[src/design/rmvm_pkg.sv]
`timescale 1ns / 1ps
// ----------------------------------------------------------------------------
// rmvm_pkg
// shared constants for the running mean / variance core
// ----------------------------------------------------------------------------
package rmvm_pkg;
  localparam int unsigned CountBitsDef  = 24;
  localparam int unsigned FracBitsDef   = 16;
  localparam int unsigned SampleBitsDef = 16;
  localparam int unsigned MeanW         = 32;
  localparam int unsigned VarW          = 50;
  localparam int unsigned CntOutW       = 24;
  // divider operand width: numerator n*d^2 < 2^(2*34+32)
  localparam int unsigned DivW          = 128;
  // multiplier bits walked per multiply, one a cycle
  localparam int unsigned MulW          = 64;
endpackage

[src/design/rmvm_div.sv]
`timescale 1ns / 1ps
// ----------------------------------------------------------------------------
// rmvm_div
// shared iterative unit: restoring divider with round half up, or
// shift-and-add multiplier, one bit a cycle
// ----------------------------------------------------------------------------
module rmvm_div (
  input  logic                      clk_i,
  input  logic                      rst_ni,
  input  logic                      start_i,
  input  logic                      mul_i,
  input  logic [rmvm_pkg::DivW-1:0] num_i,
  input  logic [rmvm_pkg::DivW-1:0] den_i,
  output logic                      done_o,
  output logic [rmvm_pkg::DivW-1:0] quo_o
);
  import rmvm_pkg::*;
  localparam int unsigned CW = $clog2(DivW + 1);

  logic [DivW-1:0] num_q, den_q, quo_q, rem_q;
  logic [CW-1:0]   cnt_q;
  logic            busy_q, done_q, mul_q;
  logic [DivW:0]   shifted;
  logic [DivW:0]   trial;
  logic [DivW:0]   half_chk;

  assign shifted  = {rem_q, num_q[DivW-1]};
  assign trial    = shifted - {1'b0, den_q};
  // remainder >= den - remainder rounds up
  assign half_chk = {rem_q, 1'b0} - {1'b0, den_q};

  always_ff @(posedge clk_i or negedge rst_ni) begin
    if (!rst_ni) begin
      busy_q <= 1'b0;
      done_q <= 1'b0;
      cnt_q  <= '0;
    end else begin
      done_q <= 1'b0;
      if (start_i) begin
        busy_q <= 1'b1;
        cnt_q  <= mul_i ? CW'(MulW) : CW'(DivW);
      end else if (busy_q) begin
        if (cnt_q == '0) begin
          busy_q <= 1'b0;
          done_q <= 1'b1;
        end else begin
          cnt_q <= cnt_q - 1'b1;
        end
      end
    end
  end

  always_ff @(posedge clk_i) begin
    if (start_i) begin
      num_q <= num_i;
      den_q <= den_i;
      rem_q <= '0;
      quo_q <= '0;
      mul_q <= mul_i;
    end else if (busy_q) begin
      if (cnt_q != '0) begin
        num_q <= {num_q[DivW-2:0], 1'b0};
        if (mul_q) begin
          // multiplier in den, walked from its lowest bit
          den_q <= {1'b0, den_q[DivW-1:1]};
          if (den_q[0]) quo_q <= quo_q + num_q;
        end else if (!trial[DivW]) begin
          rem_q <= trial[DivW-1:0];
          quo_q <= {quo_q[DivW-2:0], 1'b1};
        end else begin
          rem_q <= shifted[DivW-1:0];
          quo_q <= {quo_q[DivW-2:0], 1'b0};
        end
      end else if (!mul_q && !half_chk[DivW]) begin
        quo_q <= quo_q + 1'b1;
      end
    end
  end

  assign done_o = done_q;
  assign quo_o  = quo_q;
endmodule

[src/design/running_mean_variance_of_mean_core.sv]
`timescale 1ns / 1ps
// ----------------------------------------------------------------------------
// running_mean_variance_of_mean_core
// running mean, sample variance, mean of means and variance of means
// ----------------------------------------------------------------------------
// One sample in, one result out. Each item runs six divisions and six
// multiplications in turn on a single shared bit-serial unit; on the first
// sample of a series the variance steps are skipped. The core takes no new
// sample until the result transfer has completed.
module running_mean_variance_of_mean_core #(
  parameter int unsigned COUNT_BITS  = rmvm_pkg::CountBitsDef,
  parameter int unsigned FRAC_BITS   = rmvm_pkg::FracBitsDef,
  parameter int unsigned SAMPLE_BITS = rmvm_pkg::SampleBitsDef
) (
  input  logic                   clk_i,
  input  logic                   rst_ni,
  input  logic                   s_axis_tvalid,
  output logic                   s_axis_tready,
  input  logic [((SAMPLE_BITS+7)/8)*8-1:0] s_axis_tdata, // sample
  input  logic                   s_axis_tuser,           // restart
  output logic                   m_axis_tvalid,
  input  logic                   m_axis_tready,
  // mean_out, variance_out, mean_of_means_out, variance_of_means_out, count_out
  output logic [191:0]           m_axis_tdata
);
  import rmvm_pkg::*;

  localparam int unsigned WW  = 64;  // signed working width for means

  // sequencer states
  localparam logic [3:0] StIdle  = 4'd0;
  localparam logic [3:0] StMean  = 4'd1;  // divide (x-m)
  localparam logic [3:0] StMeanW = 4'd2;
  localparam logic [3:0] StV1M   = 4'd3;  // (n-2)*v
  localparam logic [3:0] StV1MW  = 4'd4;
  localparam logic [3:0] StV1    = 4'd5;  // (n-2)*v/(n-1)
  localparam logic [3:0] StV1W   = 4'd6;
  localparam logic [3:0] StSqM   = 4'd7;  // d^2
  localparam logic [3:0] StSqW   = 4'd8;
  localparam logic [3:0] StNdM   = 4'd9;  // n*d^2
  localparam logic [3:0] StNdW   = 4'd10;
  localparam logic [3:0] StV2    = 4'd11; // n*d^2/((n-1)^2 2^F)
  localparam logic [3:0] StV2W   = 4'd12;
  localparam logic [3:0] StNext  = 4'd13;
  localparam logic [3:0] StOut   = 4'd14;

  logic [3:0]            state_q, state_d;
  logic                  pass_q;     // 0: sample stats, 1: means stats
  logic [COUNT_BITS-1:0] cnt_q;
  logic signed [MeanW-1:0] mean_q, mom_q;
  logic [VarW-1:0]       var_q, vom_q;
  logic signed [WW-1:0]  x_q;        // operand: sample or new mean
  logic [VarW:0]         t1_q;       // first variance term, top bit = overflow
  logic                  neg_q;
  logic signed [WW-1:0]  diff;
  logic [WW-1:0]         adiff;
  logic [DivW-1:0]       div_num, div_den;
  logic [DivW-1:0]       quo;
  logic                  div_start, div_mul, div_done;
  logic [COUNT_BITS-1:0] n_m1;
  logic [2*COUNT_BITS-1:0] n_m1_sq;
  logic signed [WW-1:0]  new_mean;
  logic [DivW:0]         vsum;
  logic [VarW-1:0]       vres;
  logic signed [MeanW-1:0] cur_mean;
  logic [VarW-1:0]       cur_var;
  logic [COUNT_BITS-1:0] cmax;

  assign cmax     = '1;
  assign n_m1     = cnt_q - 1'b1;
  assign n_m1_sq  = n_m1 * n_m1;
  assign cur_mean = pass_q ? mom_q : mean_q;
  assign cur_var  = pass_q ? vom_q : var_q;
  assign diff     = x_q - WW'(cur_mean);
  assign adiff    = diff[WW-1] ? WW'(-diff) : WW'(diff);

  // one shared unit for all divisions and products
  rmvm_div u_div (
    .clk_i   (clk_i),
    .rst_ni  (rst_ni),
    .start_i (div_start),
    .mul_i   (div_mul),
    .num_i   (div_num),
    .den_i   (div_den),
    .done_o  (div_done),
    .quo_o   (quo)
  );

  // the unit holds its last result, so a chained step takes it as operand
  always_comb begin
    div_start = 1'b0;
    div_mul   = 1'b0;
    div_num   = quo;
    div_den   = DivW'(cnt_q);
    unique case (state_q)
      StMean: begin
        div_start = 1'b1;
        div_num   = DivW'(adiff);
      end
      StV1M: begin
        div_start = 1'b1;
        div_mul   = 1'b1;
        div_num   = DivW'(cur_var);
        div_den   = DivW'(cnt_q - 2'd2);
      end
      StV1: begin
        div_start = 1'b1;
        div_den   = DivW'(n_m1);
      end
      StSqM: begin
        div_start = 1'b1;
        div_mul   = 1'b1;
        div_num   = DivW'(adiff);
        div_den   = DivW'(adiff);
      end
      StNdM: begin
        div_start = 1'b1;
        div_mul   = 1'b1;
      end
      StV2: begin
        div_start = 1'b1;
        div_den   = DivW'(n_m1_sq) << FRAC_BITS;
      end
      default: ;
    endcase
  end

  // saturate rounded mean update
  always_comb begin
    new_mean = WW'(cur_mean) + (neg_q ? -$signed(quo[WW-1:0]) : $signed(quo[WW-1:0]));
    if (new_mean > WW'(32'sh7FFF_FFFF)) new_mean = WW'(32'sh7FFF_FFFF);
    else if (new_mean < -WW'(64'sh8000_0000)) new_mean = -WW'(64'sh8000_0000);
  end

  always_comb begin
    vsum = {1'b0, quo} + DivW'(t1_q);
    if (t1_q[VarW] || vsum > DivW'({VarW{1'b1}})) vres = '1;
    else vres = vsum[VarW-1:0];
  end

  always_comb begin
    state_d = state_q;
    unique case (state_q)
      StIdle:  if (s_axis_tvalid) state_d = StMean;
      StMean:  state_d = StMeanW;
      StMeanW: if (div_done) state_d = (cnt_q <= 1) ? StNext : StV1M;
      StV1M:   state_d = StV1MW;
      StV1MW:  if (div_done) state_d = StV1;
      StV1:    state_d = StV1W;
      StV1W:   if (div_done) state_d = StSqM;
      StSqM:   state_d = StSqW;
      StSqW:   if (div_done) state_d = StNdM;
      StNdM:   state_d = StNdW;
      StNdW:   if (div_done) state_d = StV2;
      StV2:    state_d = StV2W;
      StV2W:   if (div_done) state_d = StNext;
      StNext:  state_d = pass_q ? StOut : StMean;
      StOut:   if (m_axis_tready) state_d = StIdle;
      default: state_d = StIdle;
    endcase
  end

  always_ff @(posedge clk_i or negedge rst_ni) begin
    if (!rst_ni) begin
      state_q <= StIdle;
      pass_q  <= 1'b0;
      cnt_q   <= '0;
      mean_q  <= '0;
      var_q   <= '0;
      mom_q   <= '0;
      vom_q   <= '0;
    end else begin
      state_q <= state_d;
      unique case (state_q)
        StIdle: if (s_axis_tvalid) begin
          pass_q <= 1'b0;
          if (s_axis_tuser) cnt_q <= COUNT_BITS'(1);
          else if (cnt_q != cmax) cnt_q <= cnt_q + 1'b1;
        end
        StMeanW: if (div_done) begin
          if (pass_q) mom_q <= new_mean[MeanW-1:0];
          else mean_q <= new_mean[MeanW-1:0];
          if (cnt_q <= 1) begin
            if (pass_q) vom_q <= '0;
            else var_q <= '0;
          end
        end
        StV2W: if (div_done) begin
          if (pass_q) vom_q <= vres;
          else var_q <= vres;
        end
        StNext: pass_q <= 1'b1;
        default: ;
      endcase
    end
  end

  // payload-side registers
  always_ff @(posedge clk_i) begin
    if (state_q == StIdle && s_axis_tvalid) begin
      x_q <= WW'($signed(s_axis_tdata[SAMPLE_BITS-1:0])) <<< FRAC_BITS;
    end else if (state_q == StNext) begin
      x_q <= WW'(mean_q);
    end
    if (state_q == StMean) neg_q <= diff[WW-1];
    if (state_q == StV1W && div_done) begin
      t1_q <= (quo > DivW'({VarW{1'b1}})) ? {1'b1, {VarW{1'b0}}} : {1'b0, quo[VarW-1:0]};
    end
  end

  logic [CntOutW-1:0] cnt_out;
  assign cnt_out = (COUNT_BITS > CntOutW && cnt_q > COUNT_BITS'({CntOutW{1'b1}})) ?
                   '1 : CntOutW'(cnt_q);

  assign s_axis_tready = (state_q == StIdle);
  assign m_axis_tvalid = (state_q == StOut);
  assign m_axis_tdata  = {4'd0, cnt_out, vom_q, mom_q, var_q, mean_q};
endmodule

[config.mk]
export PLATFORM = sky130hd
export DESIGN_NAME = running_mean_variance_of_mean_core
export DESIGN_NICKNAME = d
export VERILOG_FILES = /design/src/design/rmvm_pkg.sv /design/src/design/rmvm_div.sv /design/src/design/running_mean_variance_of_mean_core.sv
export SDC_FILE = /design/constraint.sdc
export NUM_CORES = 2
export LEC_CHECK = 0
export BUFFER_PORTS_ARGS = -buffer_cell sky130_fd_sc_hd__buf_2
export CORE_UTILIZATION = 59
export CTS_CLUSTER_DIAMETER = 30
export DETAILED_ROUTE_END_ITERATION = 6
export HOLD_SLACK_MARGIN = 0.15
export PLACE_DENSITY_LB_ADDON = 0.12
export SYNTH_ARGS = -nofsm -noshare
export SYNTH_HDL_FRONTEND = slang
export SYNTH_SLANG_ARGS = --single-unit
[constraint.sdc]
create_clock -name clk_i -period 10.6 [get_ports clk_i]
set_clock_uncertainty 0.2 [all_clocks]
set_input_delay 1.59 -clock clk_i [delete_from_list [all_inputs] [get_ports clk_i]]
set_output_delay 1.59 -clock clk_i [all_outputs]
set_load 0.02 [all_outputs]
# == Word-level counts from Yosys, hierarchy flattened ==
# Index checks and enable logic that the tools add are counted.
# word_totals
reg_bits,832
inputBits,21
out_inout_bits,194
wordCells,167
# op_classes
add_sub_neg,13
mul,1
order_cmp,5
n_eq_ne,30
mux,64
bitwise,2
reduce_logical,32
# op_table
operator,n
128-bit two-way mux,12
50-bit two-way mux,12
128-bit case mux with 4 select lines,1
129-bit by 128-bit subtractor with 129-bit output,2
64-bit two-way mux,4
128-bit case mux with 2 select lines,1
50-bit case mux with 2 select lines,2
128-bit by 51-bit adder with 129-bit output,1
129-bit by 50-bit > comparator with 1-bit output (second input constant),1
128-bit by 1-bit adder with 128-bit output (second input constant),1
128-bit adder,1
128-bit by 50-bit > comparator with 1-bit output (second input constant),1
64-bit negation,2
32-bit two-way mux,3
32-bit by 64-bit adder with 64-bit output,1
64-bit by 32-bit > comparator with 1-bit output (second input constant),1
64-bit by 32-bit < comparator with 1-bit output (second input constant),1
64-bit by 32-bit subtractor with 64-bit output,1
4-bit case mux with 15 select lines,1
51-bit two-way mux,1
24-bit by 24-bit multiplier with 48-bit output,1
24-bit two-way mux,2
4-bit two-way mux,10
8-bit two-way mux,4
other kinds (30),80

# == Depth between registers and ports, before layout ==
# logic_depth
ltp_word,7
depth_mapped,47
mapped_depth_nobuf,42

# == By module ==
# From an unflattened synthesis, not the netlist that was laid out.
# unflattened
cells_unflattened,11195
hier_area_um2,88596.2
# modules_own_cells
module,n_inst,cells_per_inst,area_per_inst_um2,seq_area_each_um2
running_mean_variance_of_mean_core,1,5426,44707.9,7191.9
rmvm_div,1,5769,43888.3,13092.6

# == Worst setup path after synthesis ==
# No wires, ideal clock.
# synth_path
path_kind,register -> register
startpoint,"reg cnt_q[2], in the netlist cnt_out[2]"
endpoint,reg u_div.den_q[61] (data pin)
setup_time_ns,0.261
t_arrival_ns,10.884
required_time_ns,10.139
setup_slack_ns,-0.745
stages_incl_launch_ff,46
path_buffers,5
synth_period_minus_slack_ns,11.345
path_cell_list,dfrtp_1 -> clkbuf_1 -> inv_1 -> ha_1 -> nand2b_1 -> or4_1 -> clkbuf_1 -> or3_1 -> or3_1 -> clkbuf_1 -> or3_1 -> buf_2 -> nor3_4 -> and2_1 -> nand2_1 -> xor2_1 -> inv_1 -> clkbuf_1 -> [10 not listed] -> inv_1 -> fa_1 -> inv_1 -> ha_1 -> and3_1 -> a221oi_1 -> nor2_1 -> nor2_1 -> o21ai_0 -> a211oi_1 -> o21bai_1 -> a21o_1 -> a211o_1 -> a21bo_2 -> a21o_1 -> a31oi_1 -> xnor2_1 -> a221o_1
# synth_via
elab_chain_len,4
word_cells_on_any_way,5
cone_classes,add/sub: 2; mul: 1; mux: 2
# synth_rtl
element,line_no,text
start: declaration,running_mean_variance_of_mean_core.sv:49,logic [COUNT_BITS-1:0] cnt_q;
start signal: assignment,running_mean_variance_of_mean_core.sv:178,else if (cnt_q != cmax) cnt_q <= cnt_q + 1'b1;
24-bit by 1-bit subtractor with 24-bit output,running_mean_variance_of_mean_core.sv:70,assign n_m1 = cnt_q - 1'b1;
24-bit by 24-bit multiplier with 48-bit output,running_mean_variance_of_mean_core.sv:71,assign n_m1_sq = n_m1 * n_m1;
128-bit case mux with 4 select lines *,running_mean_variance_of_mean_core.sv:95,unique case (state_q)
128-bit two-way mux *,rmvm_div.sv:54,if (start_i) begin
end signal: assignment,rmvm_div.sv:56,den_q <= den_i;
end signal: assignment,rmvm_div.sv:65,"den_q <= {1'b0, den_q[DivW-1:1]};"
end: declaration,rmvm_div.sv:20,"logic [DivW-1:0] num_q, den_q, quo_q, rem_q;"
# Mark *: on every way between the ends. The rest lies on a longest branch, timed or not.
# A chain may end at the register's enable or synchronous reset.

# == Worst setup path after layout ==
# layout_path
startpoint,"reg cnt_q[2], in the netlist cnt_out[2]"
endpoint,reg u_div.den_q[63] (data pin)
# Same word-level chain as after synthesis.

==> flow_metrics.tcl <==
set metrics [dict create \
    cts_tree "done" \
    first_global_vias 83370 \
    maxSlewViolCount 0 \
    synth_top_area_frac 0.1153 \
    endpoint_kind "flop" \
    nets 11750 \
    port-buffer-count 210 \
    clk_pin_slew_ns 0.05 \
    cp_max_fo 6 \
    die_x_um 380.8 \
    numClockSinks 800 \
    dpl_worst_slack_ns -0.1665 \
    initial_core_util 0.5964 \
    wl_um 335400 \
    max_freq_mhz 94.20 \
    drive_gt1_frac 0.1011 \
    drc 0 \
    drt-initial-drc-count 10780 \
    numCtsBuffers 199 \
    slowest_delay_ns 0.60 \
    die_area_um2 145000 \
    post-route-min-period_ns 10.62 \
    period_share 1.002 \
    worstHoldPathCells 2 \
    grt_max_degree 181 \
    cap_viol_max_count 0 \
    status "finished with violations" \
    rsz0062_at_grt "true" \
    viasPerCell 6.783 \
    finalSetupTns_ns -0.02307 \
    grt_pass1_wl_um 505800 \
    regArea_um2 20290 \
    crit_required_ns 10.90 \
    gr-total-overflow 0 \
    antenna_found_initial 10 \
    ant_nets 0 \
    path_class "reg2reg" \
    synth.most_common_cell "nand2_1" \
    synth_cell_types 107 \
    hold_viol 0 \
    synthTopCellsByCount "nand2_1, nor2_1, a21oi_1" \
    syn_area_um2 84650 \
    synth-edff-count 325 \
    ys_warn_count 0 \
    area_growth_pct 12.64 \
    synth_top_area_cell "edfxtp_1" \
    p_leak_nw 42.92 \
    gp_congestion 1.083 \
    dpl.hpwl_um 251500 \
    fill_cells 11720 \
    async_flop_share 0.2538 \
    drt_first_pass_iters 7 \
    worstMarginPinSlew_ns 1.334 \
    grt_use_total 0.4489 \
    synth_flop_cell "edfxtp_1" \
    ios 215 \
    arrival_ns 10.92 \
    hold_class "reg2reg" \
    coreArea_um2 141900 \
    synth-seq-cells 800 \
    htreeDepth 4 \
    yosys-top-cells-area "edfxtp_1, fa_1, ha_1" \
    clockBufferDepth 3 \
    ir_worst_vdd_v 0.0001780 \
    worst_slew_margin_rel 0.1039 \
    crit_slowest_cell "fa_1" \
    layout_setup_ws_ns -0.01603 \
    avgSynthCellArea_um2 7.867 \
    start_kind "flop" \
    die_h_um 380.8 \
    syn-instance-count 10760 \
    vias 86710 \
    powerDensity_nw_per_um2 102.3 \
    root_buffer "clkbuf_16" \
    violations "negative setup slack" \
    reg2regPathDepth 43 \
    clkLatencyLatePin_ns 0.85 \
    num_rows 138 \
    whs_ns 0.2411 \
    multi_input_area_um2 59050 \
    seq_area_frac_synth 0.2396 \
    wire_per_inst_um 26.24 \
    setup_viol 2 \
]
==> where the power goes <==
group          total (mW)  switching (mW)  internal, mW
clock                6.46            2.18          4.29
sequential           3.20         0.00220          3.20
combinational      0.0874          0.0620        0.0254
total                9.76            2.24          7.51
==> final cells by class <==
| class | count | share of cell area |
|---|---|---|
| diodes | 2 | 0.00005249 |
| clock buffers | 250 | 0.05761 |
| clock inverters | 128 | 0.01785 |
| inverters | 836 | 0.03307 |
| multi-input cells | 8383 | 0.6193 |
| flip-flops and latches | 800 | 0.2128 |
| well taps | 1890 | 0.02480 |
| repair buffers | 494 | 0.03449 |
==> layout by cell type (no fill, tap or decap), types with 77 or more instances in the layout <==
| cell type | n |
|---|---|
| nand4_1 | 227 |
| inv_1 | 810 |
| clkbuf_16 | 208 |
| a21o_1 | 226 |
| o21ai_0 | 836 |
| and2_1 | 82 |
| nor4_1 | 100 |
| a21oi_1 | 883 |
| or3_1 | 81 |
| a311oi_1 | 77 |
| buf_2 | 209 |
| a31oi_1 | 187 |
| xnor2_1 | 359 |
| nand2_1 | 1182 |
| nor2_1 | 1000 |
| edfxtp_1 | 325 |
| mux2i_1 | 96 |
| a22o_1 | 92 |
| dfrtp_1 | 201 |
| o21bai_1 | 101 |
| a211oi_1 | 91 |
| nor3_1 | 234 |
| buf_4 | 268 |
| fa_1 | 420 |
| nand3_1 | 192 |
| dfxtp_1 | 272 |
| ha_1 | 571 |
| xor2_1 | 201 |
==> critical path, delay by kind of cell (launching register included) <==
| kind | cells | cell delay (ns) |
|---|---|---|
| buffers and inverters | 10 | 0.80 |
| and+or+nand+nor | 11 | 2.46 |
| AOI/OAI and AO/OA | 12 | 2.44 |
| xor gates and xnor gates | 1 | 0.24 |
| DFF | 1 | 0.40 |
| adders and majority gates | 9 | 3.76 |
==> layer usage <==
metal	wire [um]	GRT usage
met5	80	0
met1	127500	0.5703
met2	145600	0.6835
met4	23860	0.2768
met3	38320	0.1147
==> cell families (layout without fill, tap and decap cells) <==
family,after synthesis,after routing,share of synthesized area
AND/OR/NAND/NOR,3489,3489,0.1891
AO/OA/AOI/OAI,3153,3153,0.2343
buffers and inverters,1580,1708,0.07092
adder cells (fa/ha/maj),1012,1012,0.1878
flip-flops,800,800,0.2396
XOR/XNOR,570,570,0.05907
multiplexers,155,155,0.01920
other,1,6,0.00004430
==> through the flow <==
stage	util	area (um^2)	power, mW	instances
finish	0.6718	95340	9.755	12780
global route	0.6717	95340	9.916	12780
CTS	0.6688	94920	9.745	12770
detailed placement	0.6175	87640	3.343	12380
global placement	0.6175	87640	3.340	12380
floorplan	-	84840	3.304	10760
==> what timing repair did <==
| action | in CTS | in global routing |
|---|---|---|
| cloned | 0 | 0 |
| pin swaps | 2 | 54 |
| endpoints found under the setup margin | 5 | 13 |
| resized for setup | 8 | 91 |
| buffers inserted | 5 | 14 |
| hold buffers | 0 | 0 |
==> registers in the layout, summed over array words and instances, names as in the netlist, 4 cells and up <==
name / count
x_q: 32
u_div.num_q: 128
t1_q: 51
cnt_out: 24
state_q: 4
var_q: 50
vom_q: 50
mean_q: 32
u_div.cnt_q: 8
u_div.den_q: 128
u_div.quo_o: 128
u_div.rem_q: 128
mom_q: 32
==> final timing paths <==
check,slack (ns),startpoint,to
max,-0.02,cnt_out[2]$_DFFE_PN0P_,u_div.den_q[63]$_DFFE_PP_
min,0.24,u_div.rem_q[47]$_SDFFE_PN0P_,u_div.rem_q[48]$_SDFFE_PN0P_
max reg2reg,-0.02,cnt_out[2]$_DFFE_PN0P_,u_div.den_q[63]$_DFFE_PP_
min reg2reg,0.24,u_div.rem_q[47]$_SDFFE_PN0P_,u_div.rem_q[48]$_SDFFE_PN0P_
max in group asynchronous,8.30,rst_ni,vom_q[48]$_DFFE_PN0P_
min in group asynchronous,0.52,rst_ni,cnt_out[23]$_DFFE_PN0P_
(Power assumes the default switching activity.)
